<file path="src/sv/duiv_pkg.sv">
// ----------------------------------------------------------------------------
// duiv_pkg
// Types and constant tables for the image data URL validator.
// ----------------------------------------------------------------------------
package duiv_pkg;

  typedef enum logic [2:0] {
    PH_PREFIX  = 3'd0,
    PH_SUBTYPE = 3'd1,
    PH_ENC     = 3'd2,
    PH_DATA    = 3'd3,
    PH_FAIL    = 3'd4
  } phase_t;

  localparam int         N_SUB        = 9;
  localparam logic [3:0] PREFIX_LEN   = 4'd11;
  localparam logic [3:0] ENC_LEN      = 4'd6;
  localparam logic [3:0] IDX_MAX      = 4'd15;
  localparam logic [8:0] ALL_SUBTYPES = 9'h1FF;

  localparam logic [7:0] CH_SEMI  = ";";
  localparam logic [7:0] CH_COMMA = ",";

  localparam logic [7:0] LEAD_TEXT [11] =
    '{"d", "a", "t", "a", ":", "i", "m", "a", "g", "e", "/"};

  localparam logic [7:0] ENC_TEXT [6] = '{"b", "a", "s", "e", "6", "4"};

  // png, jpeg, jpg, gif, webp, bmp, svg+xml, tiff, x-icon
  localparam logic [7:0] SUB_NAME [N_SUB][8] = '{
    '{"p", "n", "g", 8'h00, 8'h00, 8'h00, 8'h00, 8'h00},
    '{"j", "p", "e", "g", 8'h00, 8'h00, 8'h00, 8'h00},
    '{"j", "p", "g", 8'h00, 8'h00, 8'h00, 8'h00, 8'h00},
    '{"g", "i", "f", 8'h00, 8'h00, 8'h00, 8'h00, 8'h00},
    '{"w", "e", "b", "p", 8'h00, 8'h00, 8'h00, 8'h00},
    '{"b", "m", "p", 8'h00, 8'h00, 8'h00, 8'h00, 8'h00},
    '{"s", "v", "g", "+", "x", "m", "l", 8'h00},
    '{"t", "i", "f", "f", 8'h00, 8'h00, 8'h00, 8'h00},
    '{"x", "-", "i", "c", "o", "n", 8'h00, 8'h00}
  };

  localparam logic [3:0] SUB_LEN [N_SUB] =
    '{4'd3, 4'd4, 4'd3, 4'd3, 4'd4, 4'd3, 4'd7, 4'd4, 4'd6};

  typedef struct packed {
    phase_t     phase;
    logic [3:0] sect_idx;
    logic [8:0] cands;
    logic [1:0] len_mod4;
    logic       data_seen;
    logic       base64;
  } duiv_state_t;

  localparam duiv_state_t STATE_RESET = '{
    phase:     PH_PREFIX,
    sect_idx:  4'd0,
    cands:     ALL_SUBTYPES,
    len_mod4:  2'd0,
    data_seen: 1'b0,
    base64:    1'b0
  };

  function automatic logic is_b64(input logic [7:0] b);
    return (b >= "A" && b <= "Z") || (b >= "a" && b <= "z") ||
           (b >= "0" && b <= "9") || b == "+" || b == "/" || b == "=";
  endfunction

endpackage

</file>
<file path="src/sv/duiv_step.sv">
// ----------------------------------------------------------------------------
// duiv_step
// Per-byte state update and verdict for the image data URL validator.
// ----------------------------------------------------------------------------
module duiv_step (
  input  duiv_pkg::duiv_state_t cur,
  input  logic [7:0]            url_byte,
  output duiv_pkg::duiv_state_t nxt,
  output logic                  verdict
);

  logic [8:0] keep;

  always_comb begin
    nxt  = cur;
    keep = '0;
    unique case (cur.phase)
      duiv_pkg::PH_PREFIX: begin
        if (cur.sect_idx < duiv_pkg::PREFIX_LEN &&
            url_byte == duiv_pkg::LEAD_TEXT[cur.sect_idx]) begin
          if (cur.sect_idx == duiv_pkg::PREFIX_LEN - 4'd1) begin
            nxt.phase    = duiv_pkg::PH_SUBTYPE;
            nxt.sect_idx = 4'd0;
            nxt.cands    = duiv_pkg::ALL_SUBTYPES;
          end else begin
            nxt.sect_idx = cur.sect_idx + 4'd1;
          end
        end else begin
          nxt.phase = duiv_pkg::PH_FAIL;
        end
      end
      duiv_pkg::PH_SUBTYPE: begin
        if (url_byte == duiv_pkg::CH_SEMI) begin
          for (int i = 0; i < duiv_pkg::N_SUB; i++) begin
            keep[i] = cur.cands[i] && (duiv_pkg::SUB_LEN[i] == cur.sect_idx);
          end
          if (keep == '0) begin
            nxt.phase = duiv_pkg::PH_FAIL;
          end else begin
            nxt.cands    = keep;
            nxt.phase    = duiv_pkg::PH_ENC;
            nxt.sect_idx = 4'd0;
          end
        end else begin
          for (int i = 0; i < duiv_pkg::N_SUB; i++) begin
            keep[i] = cur.cands[i] && (cur.sect_idx < duiv_pkg::SUB_LEN[i]) &&
                      (duiv_pkg::SUB_NAME[i][cur.sect_idx[2:0]] == url_byte);
          end
          nxt.cands = keep;
          if (cur.sect_idx != duiv_pkg::IDX_MAX) begin
            nxt.sect_idx = cur.sect_idx + 4'd1;
          end
        end
      end
      duiv_pkg::PH_ENC: begin
        if (url_byte == duiv_pkg::CH_COMMA) begin
          if (cur.sect_idx == 4'd0) begin
            nxt.base64 = 1'b0;
            nxt.phase  = duiv_pkg::PH_DATA;
          end else if (cur.sect_idx == duiv_pkg::ENC_LEN) begin
            nxt.base64 = 1'b1;
            nxt.phase  = duiv_pkg::PH_DATA;
          end else begin
            nxt.phase = duiv_pkg::PH_FAIL;
          end
          nxt.sect_idx = 4'd0;
        end else if (cur.sect_idx < duiv_pkg::ENC_LEN &&
                     url_byte == duiv_pkg::ENC_TEXT[cur.sect_idx[2:0]]) begin
          nxt.sect_idx = cur.sect_idx + 4'd1;
        end else begin
          nxt.phase = duiv_pkg::PH_FAIL;
        end
      end
      duiv_pkg::PH_DATA: begin
        nxt.data_seen = 1'b1;
        nxt.len_mod4  = cur.len_mod4 + 2'd1;
        if (cur.base64 && !duiv_pkg::is_b64(url_byte)) begin
          nxt.phase = duiv_pkg::PH_FAIL;
        end
      end
      default: begin
        nxt.phase = duiv_pkg::PH_FAIL;
      end
    endcase
  end

  assign verdict = (nxt.phase == duiv_pkg::PH_DATA) && nxt.data_seen &&
                   (!nxt.base64 || nxt.len_mod4 == 2'd0);

endmodule

</file>
<file path="src/sv/data_image_url_validator.sv">
// ----------------------------------------------------------------------------
// data_image_url_validator
// Streams a URL one byte per item and flags whether it is an image data URL.
// ----------------------------------------------------------------------------
// Throughput: one byte per cycle; a stall appears only when a verdict waits.
// Verdict path: the final byte is captured in the input register, and its verdict
//   is written to the result register once no earlier verdict is waiting.
// Reset: synchronous rst_n clears the input and result valids and returns the
//   parse state to prefix matching; the state also resets after every final byte.
module data_image_url_validator (
  input  logic       clk,
  input  logic       rst_n,
  input  logic       in_valid,
  output logic       in_stall,
  input  logic [7:0] in_url_byte,
  input  logic       in_end_of_url,
  output logic       out_valid,
  input  logic       out_stall,
  output logic       out_url_valid
);

  logic                  s1_valid_r;
  logic [7:0]            s1_byte_r;
  logic                  s1_end_r;
  duiv_pkg::duiv_state_t state_r;
  duiv_pkg::duiv_state_t state_nxt;
  logic                  out_valid_r;
  logic                  out_url_valid_r;
  logic                  verdict;
  logic                  proc;
  logic                  out_free;

  assign out_free = !out_valid_r || !out_stall;
  assign proc     = s1_valid_r && (!s1_end_r || out_free);
  assign in_stall = s1_valid_r && !proc;

  duiv_step u_step (
    .cur      (state_r),
    .url_byte (s1_byte_r),
    .nxt      (state_nxt),
    .verdict  (verdict)
  );

  always_ff @(posedge clk) begin
    if (!in_stall) begin
      s1_byte_r <= in_url_byte;
      s1_end_r  <= in_end_of_url;
    end
    if (proc && s1_end_r) begin
      out_url_valid_r <= verdict;
    end
  end

  always_ff @(posedge clk) begin
    if (!rst_n) begin
      s1_valid_r  <= 1'b0;
      out_valid_r <= 1'b0;
      state_r     <= duiv_pkg::STATE_RESET;
    end else begin
      if (!in_stall) begin
        s1_valid_r <= in_valid;
      end
      if (proc) begin
        state_r <= s1_end_r ? duiv_pkg::STATE_RESET : state_nxt;
      end
      if (proc && s1_end_r) begin
        out_valid_r <= 1'b1;
      end else if (!out_stall) begin
        out_valid_r <= 1'b0;
      end
    end
  end

  assign out_valid     = out_valid_r;
  assign out_url_valid = out_url_valid_r;

  a_stall_cause: assert property (@(posedge clk) disable iff (!rst_n)
    in_stall |-> (s1_end_r && out_valid_r && out_stall))
    else $error("input stalled without a waiting verdict");

  a_end_gives_result: assert property (@(posedge clk) disable iff (!rst_n)
    (proc && s1_end_r) |=> out_valid_r)
    else $error("final byte produced no verdict");

  a_end_resets_state: assert property (@(posedge clk) disable iff (!rst_n)
    (proc && s1_end_r) |=> (state_r == duiv_pkg::STATE_RESET))
    else $error("state not reset after final byte");

  a_data_seen_phase: assert property (@(posedge clk) disable iff (!rst_n)
    state_r.data_seen |->
      (state_r.phase == duiv_pkg::PH_DATA || state_r.phase == duiv_pkg::PH_FAIL))
    else $error("data seen outside data phase");

  a_no_overwrite: assert property (@(posedge clk) disable iff (!rst_n)
    (out_valid_r && out_stall) |=> (out_valid_r && $stable(out_url_valid_r)))
    else $error("pending verdict lost or changed");

endmodule
</file>
<file path="config.mk">
export PLATFORM = sky130hd
export DESIGN_NAME = data_image_url_validator
export DESIGN_NICKNAME = d
export VERILOG_FILES = /design/src/sv/duiv_pkg.sv /design/src/sv/duiv_step.sv /design/src/sv/data_image_url_validator.sv
export SDC_FILE = /design/constraint.sdc
export NUM_CORES = 1
export LEC_CHECK = 0
export BUFFER_PORTS_ARGS = -buffer_cell sky130_fd_sc_hd__clkbuf_2
export CAP_MARGIN = 10
export CORE_MARGIN = 8
export CORE_UTILIZATION = 64
export CTS_BUF_LIST = sky130_fd_sc_hd__clkbuf_8
export DETAILED_ROUTE_END_ITERATION = 10
export GPL_ROUTABILITY_DRIVEN = 0
export PLACE_DENSITY = 0.83
export SYNTH_ARGS = -nofsm -noshare
export SYNTH_HDL_FRONTEND = slang
export SYNTH_HIERARCHICAL = 1
export SYNTH_SLANG_ARGS = --single-unit
</file>
<file path="constraint.sdc">
create_clock -name clk -period 3.5 [get_ports clk]
set_clock_uncertainty 0.05 [all_clocks]
set_input_delay 0 -clock clk [delete_from_list [all_inputs] [get_ports clk]]
set_output_delay 0 -clock clk [all_outputs]
set_load 0.005 [all_outputs]
</file>
# --- After elaboration in Yosys (flattened, before gate mapping) ---
# Memories as Yosys holds them, arrays and structs flattened.
# Cells that the tools add are included.
word_totals:
  output_inout_bits: 3
  register_bits: 32
  rom_bits: 768
  mem_count: 11
mem_list:
  columns: ["memory", "words", "word_bits", "rd", "rd_clocked_by_memory_dff", "wr", "line_no", "rtl"]
  rows:
  - ["(name not given)", 16, 8, 1, 0, 0, "duiv_step.sv:20", "url_byte == duiv_pkg::LEAD_TEXT[cur.sect_idx]) begin"]
  - ["(name not given)", 8, 8, 1, 0, 0, "duiv_step.sv:47", "(duiv_pkg::SUB_NAME[i][cur.sect_idx[2:0]] == url_byte);"]
  - ["(name not given)", 8, 8, 1, 0, 0, "duiv_step.sv:68", "url_byte == duiv_pkg::ENC_TEXT[cur.sect_idx[2:0]]) begin"]
  - ["(name not given)", 8, 8, 1, 0, 0, "duiv_step.sv:47", null]
  - ["(name not given)", 8, 8, 1, 0, 0, "duiv_step.sv:47", null]
  - ["(name not given)", 8, 8, 1, 0, 0, "duiv_step.sv:47", null]
  - ["+5 memories", null, null, null, null, null, null, null]
classes:
  bitwise_logic: 2
  n_mux: 49
  eq_ne: 33
  n_reduce_logical: 60
  n_addsub: 2
  n_lt_le_gt_ge: 13
ops:
  columns: ["operator", "count"]
  rows:
  - ["two-way mux 8 bit", 22]
  - ["equality test 8 bit", 11]
  - ["equality test 8 x 6 -> 1 bit, second input constant", 5]
  - ["two-way mux 13 bit", 3]
  - ["logical AND 1 bit", 38]
  - ["two-way mux 3 bit", 9]
  - ["two-way mux 20 bit", 1]
  - ["case mux 9 bit (2 select lines)", 1]
  - [">= comparator 8 x 7 -> 1 bit, second input constant", 2]
  - ["less-or-equal comparator 8 x 7 -> 1 bit, second input constant", 2]
  - ["equality test 3 x 4 -> 1 bit, first input constant", 3]
  - ["less-than comparator 4 x 3 -> 1 bit, second input constant", 3]
  - ["two-way mux 4 bit", 3]
  - ["case mux 3 bit (4 select lines)", 1]
  - ["case mux 4 bit (3 select lines)", 1]
  - ["equality test 3 x 2 -> 1 bit, second input constant", 3]
  - ["logical NOT 9 bit", 1]
  - ["two-way mux 9 bit", 1]
  - [">= comparator 8 x 6 -> 1 bit, second input constant", 1]
  - ["less-or-equal comparator 8 x 6 -> 1 bit, second input constant", 1]
  - ["logical OR 1 bit", 8]
  - ["inequality test 4 x 2 -> 1 bit, second input constant", 2]
  - ["inequality test 4 bit, second input constant", 2]
  - ["two-way mux 7 bit", 1]
  - ["23 further kinds", 34]

# --- Longest topological paths before layout ---
# Gate-level depths: netlist (run 1).
logic_depth:
  depth_word: 14
  mapped_depth: 13

# --- By module ---
# The synthesis (run 1) kept the hierarchy.
modules_own_cells:
  columns: ["mod", "cells_each", "n_inst", "area_each_um2"]
  rows:
  - ["duiv_step", 327, 1, 2063.2]
  - ["data_image_url_validator", 69, 1, 1033.5]

# --- Worst setup path after synthesis (run 1) ---
# No wires, ideal clock.
synth_timing:
  path_type: "register to register"
  start: "register state_r[13] in the netlist's numbering"
  end: "register state_r[16] in the netlist's numbering"
  required_ns: 3.333
  arrival_ns: 2.923
  stages_incl_launch_ff: 13
  setup_time_ns: 0.117
  synth_period_minus_slack_ns: 3.089
  path_buffers: 1
  setup_slack_ns: 0.411
  path_cell_list: "dfxtp_1 ha_1 clkbuf_1 inv_1 ha_1 xor2_1 a2111oi_0 o21ai_1 a2111oi_4 a221oi_2 a21oi_1 nand2_1 a22o_1"
synth_rtl:
  columns: ["element", "line_no", "rtl"]
  rows:
  - ["start, declared", "data_image_url_validator.sv:25", "duiv_pkg::duiv_state_t state_r;"]
  - ["start signal, assigned", "data_image_url_validator.sv:58", "state_r <= duiv_pkg::STATE_RESET;"]
  - ["start signal, assigned", "data_image_url_validator.sv:64", "state_r <= s1_end_r ? duiv_pkg::STATE_RESET : state_nxt;"]

==> results.yml, run 1 <==
clock_tree:
  root_buffer: "clkbuf_8"
  cts_max_level: 2
  postCtsSetupBuffers: 0
  cts_buffers: 5
  cts_resized: 0
  cts_sinks: 32
  clock_latency_ns: 0.29
  clk_path_buf_depth: 2
  cts_tree: "built"
  hold_buffers: 13
  clk_pin_slew_ns: 0.06
pwr:
  leakage_nw: 1.21
  irDropWorstVdd_mv: 0.324
  combPwrFrac_pct: 13.6
  total_power_uw: 788
  switching_share_pct: 27.2
  pwr-share-clk_pct: 33.7
  p_seq_share_pct: 52.7
  intPower_uw: 574
  powerDensity_mw_per_mm2: 236
  switching_power_uw: 214
die:
  fp.dieH_um: 85.6
  die_w_um: 85.6
  coreArea_mm2: 0.00469
  rows: 25
  dieArea_mm2: 0.00732
  start_util_pct: 66.0
  ios: 16
logic_synthesis:
  muxShareOfSynthArea_pct: 0.646
  syn_area_mm2: 0.00310
  yosys_warnings: 6
  synthSimpleGateAreaFrac_pct: 24.1
  syn_area_per_cell_um2: 7.82
  synth-compound-area-share_pct: 30.9
  seq_area_frac_synth_pct: 23.9
  synth_top_family_by_area: "compound AO/OA/AOI/OAI gates"
  ys.flop_type: "dfxtp_1"
  async_flop_share_pct: 0
  syn_inst: 396
  ys_ff_latch: 32
  synth.distinct_cells: 65
  synth_xor_area_share_pct: 9.05
  synth-edff-count: 10
  synthAdderAreaFrac_pct: 3.64
  syn_nets: 418
sta:
  hold_viol_final: 0
  worst_slew_pin_slew_ns: 0.796
  min_period_over_period_pct: 90.6
  fin_crit_ns: 3.17
  slew_violations: 0
  rsz0062_at_grt: "false"
  slew_headroom_pct: 46.5
  setup_tns_ns: 0
  fmax_ghz: 0.315
  setup_viol: 0
setup_path:
  path_delay_family: "compound AO/OA/AOI/OAI gates"
  slowest_delay_ns: 0.51
  worst-path-buf-inv: 1
  crit_path_frequent_cell: "o21ai_1"
  cp-end-kind: "register"
  startpoint_type: "register"
  critical-path-slowest-cell: "dfxtp_1"
  path_cells: "ha_1 > inv_1 > ha_1 > xor2_1 > a2111oi_0 > o21ai_1 > a2111oi_4 > a221oi_2 > o21ai_1 > o21ai_1 > a22o_1"
  crit_required_ns: 3.63
  cp_max_fo: 9
  crit_arrival_ns: 3.30
  critPathKind: "reg2reg"
route:
  drc: 0
  wirelength_mm: 9.22
  drt-initial-drc-count: 572
  viasPerCell: 7.25
  avgRoutedWirePerCell_um: 20.0
  vias: 3333
  dr.pass1.iters: 5
  drtAntennaViolNets: 0
finish:
  area_delta_synth_final_pct: 7.68
  drive_above_1_share_pct: 11.1
  antennaDiodeCount: 0
  stdcell_area_mm2: 0.00333
  nets: 427
  layout_common_cells: "a21oi_1, nor2_1, nand2_1, o21ai_0, dfxtp_1"
global_route:
  overflow: 0
  antenna_found_initial: 0
  grt_max_degree: 45
  grt_first_pass_wirelength_mm: 14.9
  grt_pass1_vias: 3019
  grtUsageTotal_pct: 25.0
placed_design:
  place_area_mm2: 0.00312
  dp_hpwl_mm: 6.24
  numPortBuffers: 15
flow_run:
  drv_cap: 0
worst_hold_path:
  hp-class: "in2reg"
status:
  status: "complete, no violations"
final timing paths:
kind / from / endpoint / slack, ns / cells after the start
max: state_r[13] / state_r[14] / 0.33 / 11
min: rst_n / state_r[15] / 0.21 / 3
max reg2reg: state_r[13] / state_r[14] / 0.33 / 11
min reg2reg: state_r[1] / state_r[1] / 0.42 / 1
worst min-delay path: stages:
cell	delay, ns
clkbuf_2	0.13
and2_4	0.23
a22o_1	0.15
power groups by stage:
stage	sequential [mW]	clock [mW]	combinational, mW
after global routing	0.415	0.283	0.114
after CTS	0.413	0.269	0.103
after global placement	0.420	0	0.0891
final	0.415	0.266	0.107
after detailed placement	0.421	0	0.0913
after floorplan	0.403	0	0.0865
layer usage:
metal / vias up / global-route usage (%) / share of wire (%)
met5: - / 0 / 0
met4: 0 / 12.7 / 3.5
met3: 45 / 4.39 / 11
met2: 286 / 40.9 / 47
met1: 1518 / 30.7 / 39
li1: 1484 / - / -
registers in the layout, indices dropped and copies added, names as in the netlist:
name / flops
s1_end_r: 1
s1_byte_r: 8
out_valid: 1
s1_valid_r: 1
state_r: 20
out_url_valid: 1
cell type report:
type / count / area, um^2
clock inverter: 3 / 12.5
multi-input combinational: 315 / 2120
clock buffer: 5 / 68.8
sequential: 32 / 741
fill: 359 / 1360
timing repair buffer: 38 / 280
tap: 54 / 67.6
inverter: 13 / 48.8
through the flow:
| step | util (%) | hold WS, ns | setup WS, ns | cells |
|---|---|---|---|---|
| CTS | 71.1 | 0.196 | 0.389 | 460 |
| global route | 71.1 | 0.219 | 0.115 | 460 |
| floorplan | - | 0.0489 | 0.411 | 396 |
| global placement | 66.6 | 0.127 | 0.487 | 439 |
| detailed placement | 66.6 | 0.129 | 0.420 | 439 |
| finish | 71.1 | 0.214 | 0.328 | 460 |
cells in the mapped netlist (all sizes together), types with 4 or more instances:
master	n	area, um^2
a211oi	5	55.1
a31oi	7	43.8
o22a	11	96.3
edfxtp	10	300
xnor2	19	166
nor2	31	119
o21ai	30	150
dfxtp	22	440
and3	4	25.0
nand4	11	68.8
nand2b	5	31.3
nor4	6	37.5
o21a	8	60.1
nor3	10	50.1
inv	13	48.8
a2111oi	5	68.8
buf	22	139
a22o	11	96.3
ha	9	113
a21o	6	45.0
nand3	14	70.1
clkbuf	14	52.6
nor2b	6	45.0
o221ai	4	35.0
and4	4	35.0
a21oi	30	150
xor2	13	114
nand2	25	93.8
cell families after synthesis:
| kind of cell | after synthesis |
|---|---|
| XOR/XNOR | 32 |
| flip-flops | 32 |
| buffers and inverters | 49 |
| adder cells (fa/ha/maj) | 9 |
| multiplexers | 2 |
| AO/OA/AOI/OAI | 135 |
| AND/OR/NAND/NOR | 137 |
No activity file was read; power rests on OpenSTA's default activity.
==> run 2, diff against run 1 <==
--- a/config.mk
+++ b/config.mk
@@ -5,6 +5,7 @@
 export SDC_FILE = /design/constraint.sdc
 export NUM_CORES = 1
 export LEC_CHECK = 0
+export ABC_AREA = 1
 export BUFFER_PORTS_ARGS = -buffer_cell sky130_fd_sc_hd__clkbuf_2
 export CAP_MARGIN = 10
 export CORE_MARGIN = 8
==> results.yml, run 2 <==
die:
  fp.dieH_um: 87.9
  dieArea_mm2: 0.00772
  rows: 26
  coreArea_mm2: 0.00504
  ios: 16
  die_w_um: 87.9
  start_util_pct: 65.6
route:
  avgRoutedWirePerCell_um: 15.5
  vias: 3836
  wirelength_mm: 9.88
  dr.pass1.iters: 5
  drc: 0
  drtAntennaViolNets: 0
  drt-initial-drc-count: 659
  viasPerCell: 6.03
logic_synthesis:
  synth.distinct_cells: 37
  syn_nets: 577
  synth_top_area_share_pct: 20.0
  ys_ff_latch: 32
  synth-edff-count: 10
  syn_inst: 555
  yosys_warnings: 6
  seq_area_frac_synth_pct: 22.4
  async_flop_share_pct: 0
  post-synth-top-area-cell: "nand2_1"
  synth_common_cells: "nand2_1, nand3_1, nor2_1, inv_1, a21oi_1"
  ys.flop_type: "dfxtp_1"
  synthTopCellsByArea: "nand2_1, dfxtp_1, nand3_1"
  syn_area_mm2: 0.00331
  syn_area_per_cell_um2: 5.96
  synth_most_common_cell: "nand2_1"
pwr:
  combPwrFrac_pct: 14.9
  irDropWorstVdd_mv: 0.242
  intPower_uw: 602
  p_seq_share_pct: 50.3
  switching_share_pct: 28.4
  leakage_nw: 1.66
  pwr-share-clk_pct: 34.7
  powerDensity_mw_per_mm2: 238
  switching_power_uw: 238
clock_tree:
  clk_pin_slew_ns: 0.07
  cts_tree: "built"
  hold_buffers: 10
  cts_buffers: 5
  postCtsSetupBuffers: 0
  cts_resized: 0
  root_buffer: "clkbuf_8"
  cts_sinks: 32
  cts_max_level: 2
  clock_latency_ns: 0.28
  clk_path_buf_depth: 2
sta:
  fin_crit_ns: 2.96
  hold-worst-slack_ns: 0.0224
  fmax_ghz: 0.337
  layout_setup_ws_ns: 0.536
  rsz0062_at_grt: "false"
  slew_headroom_pct: 54.4
  hold_viol_final: 0
  slew_violations: 0
  worst_slew_pin_slew_ns: 0.681
  min_period_over_period_pct: 84.7
  setup_viol: 0
  setup_tns_ns: 0
global_route:
  grtUsageTotal_pct: 26.5
  overflow: 0
  grt_pass1_vias: 3433
  antenna_found_initial: 0
  grt_max_degree: 23
  grt_first_pass_wirelength_mm: 16.2
finish:
  multiInputGateArea_mm2: 0.00221
  layout_common_cells: "nand2_1, nand3_1, nor2_1, inv_1, a21oi_1"
  nets: 587
  finalNonFillerCells: 636
  regMostFlops: "state_r"
  regArea_um2: 741
  final_common_cell: "nand2_1"
  reg_top3: "state_r: 20 flops, s1_byte_r: 8 flops"
  largest_reg_flops: 20
  antennaDiodeCount: 0
  area_delta_synth_final_pct: 6.70
  fillers: 473
  fin_util_pct: 70.0
  drive_above_1_share_pct: 8.30
setup_path:
  worst-path-buf-inv: 1
  crit_path_frequent_cell: "nand2_1"
  path_depth: 13
  critPathKind: "reg2reg"
  slowest_delay_ns: 0.67
  r2r_end: "state_r[14]"
  crit_required_ns: 3.64
  crit_arrival_ns: 3.11
  critPathLaunch: "state_r[14]"
  r2r_cells: 13
  cp-end-kind: "register"
  rrSetupSlack_ns: 0.54
  critPathCapture: "state_r[14]"
  path_delay_family: "simple AND/OR/NAND/NOR gates"
  startpoint_type: "register"
  r2r_start: "state_r[14]"
  path_cells: "inv_1 > ha_1 > nand2_1 > nor2_2 > o21ai_0 > nand2_1 > nor2_2 > nand3_4 > o21ai_0 > nand2_1 > nand3_1 > nand2_1 > a21oi_1"
  critical-path-slowest-cell: "dfxtp_1"
  cp_max_fo: 14
flow_run:
  drv_cap: 0
placed_design:
  dp.cells: 618
  dp_hpwl_mm: 7.12
  numPortBuffers: 15
  preCtsSetupSlack_ns: 0.686
status:
  status: "complete, no violations"
worst_hold_path:
  hp-class: "in2reg"
## run 2: metrics by stage
| stage | cell area, um^2 | power (mW) |
|---|---|---|
| final | 3530 | 0.841 |
| after global routing | 3530 | 0.876 |
| after floorplan | 3310 | 0.513 |
| after global placement | 3330 | 0.540 |
| after detailed placement | 3330 | 0.542 |
| after CTS | 3530 | 0.838 |
## run 2: power groups by stage
| stage | Combinational, mW | Sequential [mW] | Clock, mW |
|---|---|---|---|
| 5_1_grt | 0.138 | 0.426 | 0.313 |
| 3_3_place_gp | 0.110 | 0.430 | 0 |
| 4_1_cts | 0.121 | 0.422 | 0.296 |
| 6_report | 0.125 | 0.423 | 0.292 |
| 2_1_floorplan | 0.0996 | 0.414 | 0 |
| 3_5_place_dp | 0.112 | 0.430 | 0 |
## run 2: logic make-up (layout without fill, tap and decap cells)
family | count (synthesis) | count (layout) | synth area share (%)
DFF | 32 | 32 | 22.4
xor gates and xnor gates | 21 | 21 | 5.56
adders and majority gates | 9 | 9 | 3.41
buffers and inverters | 78 | 89 | 10.8
and+or+nand+nor | 348 | 348 | 46.3
AOI/OAI and AO/OA | 67 | 67 | 11.5
## run 2: area by class of cell
type / count / share of cell area [%]
clock buffers: 6 / 2.34
clock inverters: 2 / 0.319
inverters: 53 / 5.64
multi-input cells: 445 / 62.6
flip-flops and latches: 32 / 21.0
well taps: 70 / 2.48
repair buffers: 28 / 5.60
## run 2: worst min-delay path by stage
stage | from | end | slack [ns] | cells after the start
after floorplan | in_url_byte[0] | s1_byte_r[0] | 0.05 | 0
after detailed placement | in_url_byte[1] | s1_byte_r[1] | 0.13 | 1
after CTS | rst_n | state_r[8] | 0.01 | 2
after global routing | rst_n | state_r[10] | 0.02 | 2
after global placement | in_end_of_url | s1_end_r | 0.13 | 1
final | rst_n | state_r[6] | 0.02 | 2
## run 2: layer usage
| layer | vias up | global-route usage, % | routed length (um) |
|---|---|---|---|
| met1 | 1713 | 33.2 | 3870 |
| met5 | - | 0 | 0 |
| li1 | 1822 | - | - |
| met3 | 42 | 6.29 | 1210 |
| met4 | 0 | 10.8 | 460 |
| met2 | 259 | 42.3 | 4340 |
## run 2: worst register-to-register path: cells and delay by family, from the launching register on
family          cells  cell delay [ns]
fa+ha+maj           1             0.34
flops               1             0.67
simple gates        8             0.99
buf+inv             1             0.27
compound gates      3             0.59
==> run 3, diff against run 2 <==
==> constraint.sdc (replaced) <==
create_clock -name clk -period 3 [get_ports clk]
set_clock_uncertainty 0.05 [all_clocks]
set_input_delay 0 -clock clk [delete_from_list [all_inputs] [get_ports clk]]
set_output_delay 0 -clock clk [all_outputs]
set_load 0.005 [all_outputs]
==> results.yml, run 3 (synthesis gave the netlist of run 2 again) <==
status:
  status: "complete, no violations"
route:
  drc: 0
  drt-initial-drc-count: 509
  drtAntennaViolNets: 0
  vias: 3908
  dr.pass1.iters: 6
  avgRoutedWirePerCell_um: 15.9
  viasPerCell: 6.08
  wirelength_mm: 10.2
sta:
  hold_viol_final: 0
  fmax_ghz: 0.370
  rsz0062_at_grt: "false"
  slew_violations: 0
  fin_crit_ns: 2.70
  min_period_over_period_pct: 90.1
  setup_viol: 0
  worst_slew_pin_slew_ns: 0.756
  slew_headroom_pct: 49.4
  layout_setup_ws_ns: 0.298
  setup_tns_ns: 0
die:
  die_w_um: 87.9
  ios: 16
  dieArea_mm2: 0.00772
  rows: 26
  fp.dieH_um: 87.9
  start_util_pct: 65.6
  coreArea_mm2: 0.00504
worst_hold_path:
  whs_path_depth: 5
  hp-class: "in2reg"
finish:
  fillers: 436
  antennaDiodeCount: 0
  nets: 594
  multiInputGateArea_mm2: 0.00221
  area_delta_synth_final_pct: 8.89
  finalNonFillerCells: 643
  drive_above_1_share_pct: 9.77
  layout_common_cells: "nand2_1, nand3_1, nor2_1, inv_1, a21oi_1"
  regArea_um2: 744
  regMostFlops: "state_r"
  stdcell_area_mm2: 0.00360
  largest_reg_flops: 20
  reg_top3: "state_r: 20 flops, s1_byte_r: 8 flops"
  final_common_cell: "nand2_1"
global_route:
  grt_pass1_vias: 3396
  grt_max_degree: 21
  grt_first_pass_wirelength_mm: 16.1
  antenna_found_initial: 0
  grtUsageTotal_pct: 26.4
  overflow: 0
placed_design:
  dp_hpwl_mm: 7.22
  numPortBuffers: 15
  preCtsSetupSlack_ns: 0.377
  dp.cells: 624
  place_area_mm2: 0.00338
clock_tree:
  cts_max_level: 2
  cts_sinks: 32
  postCtsSetupBuffers: 0
  clock_latency_ns: 0.29
  clk_path_buf_depth: 2
  cts_buffers: 5
  clk_pin_slew_ns: 0.07
  cts_tree: "built"
  root_buffer: "clkbuf_8"
setup_path:
  r2r_cells: 15
  critPathKind: "reg2reg"
  crit_required_ns: 3.17
  startpoint_type: "register"
  cp_max_fo: 9
  crit_arrival_ns: 2.87
  cp-end-kind: "register"
pwr:
  powerDensity_mw_per_mm2: 294
  leakage_nw: 1.71
  irDropWorstVdd_mv: 0.347
flow_run:
  drv_cap: 0
==> run 3: changes by cell type in the layout (fill, tap and decap cells not counted) <==
cell	delta
dfxtp_2	+3
dlygate4sd3_1	+1
bufinv_16	+1
dfxtp_1	-3
buf_4	+6
clkbuf_8	-1
clkinv_2	+1
clkinvlp_4	-1
==> run 3: final timing paths <==
| check | end | slack (ns) | start |
|---|---|---|---|
| setup / recovery | state_r[18] | 0.30 | state_r[14] |
| hold reg to reg | state_r[1] | 0.41 | state_r[1] |
| hold / removal | out_valid | 0.04 | out_stall |
| setup reg to reg | state_r[18] | 0.30 | state_r[14] |
==> run 3: what timing repair did <==
item                                    CTS  global route
hold buffers                             11             0
endpoints found under the hold margin    15             0
endpoints found under the setup margin    0             1
gates resized for setup                   0             3
==> run 3: critical path, cell delays in order, from the launching register on <==
cell	delay, ns
dfxtp_2	0.38
buf_4	0.19
ha_1	0.21
inv_1	0.13
ha_1	0.26
nand2_1	0.09
nand2_1	0.05
nor2_1	0.12
nand3_1	0.11
nor2_2	0.18
nand2_1	0.17
o21ai_1	0.16
nand3_1	0.11
o211ai_1	0.17
nand2_1	0.08
a21oi_1	0.17
==> run 3: cell type report <==
class	instances	area share, %
well taps	70	2.43
flip-flops and latches	32	20.7
multi-input cells	445	61.3
inverters	53	5.53
clock buffers	5	1.91
repair buffers	35	7.02
clock inverters	3	1.08
==> run 3: report_power, final <==
part           total (mW)  switching, mW  internal (mW)
Combinational       0.158         0.0982         0.0595
Sequential          0.489         0.0261          0.463
Clock               0.411          0.168          0.243
Total                1.06          0.292          0.765
==> run 3: stage by stage <==
step | hold slack, ns | power (mW) | utilization (%)
after floorplan | 0.0489 | 0.599 | -
after global placement | 0.127 | 0.632 | 67.0
after detailed placement | 0.129 | 0.635 | 67.0
after CTS | 0.0313 | 1.05 | 71.3
after global routing | 0.0704 | 1.09 | 71.4
final | 0.0440 | 1.06 | 71.4
==> run 3: metal layers <==
metal | vias up | GRT usage (%) | share of wire (%)
met2 | 269 | 44.0 | 46
met3 | 39 | 5.63 | 11
li1 | 1839 | - | -
met4 | 0 | 10.5 | 2.8
met5 | - | 0 | 0
met1 | 1761 | 32.1 | 40
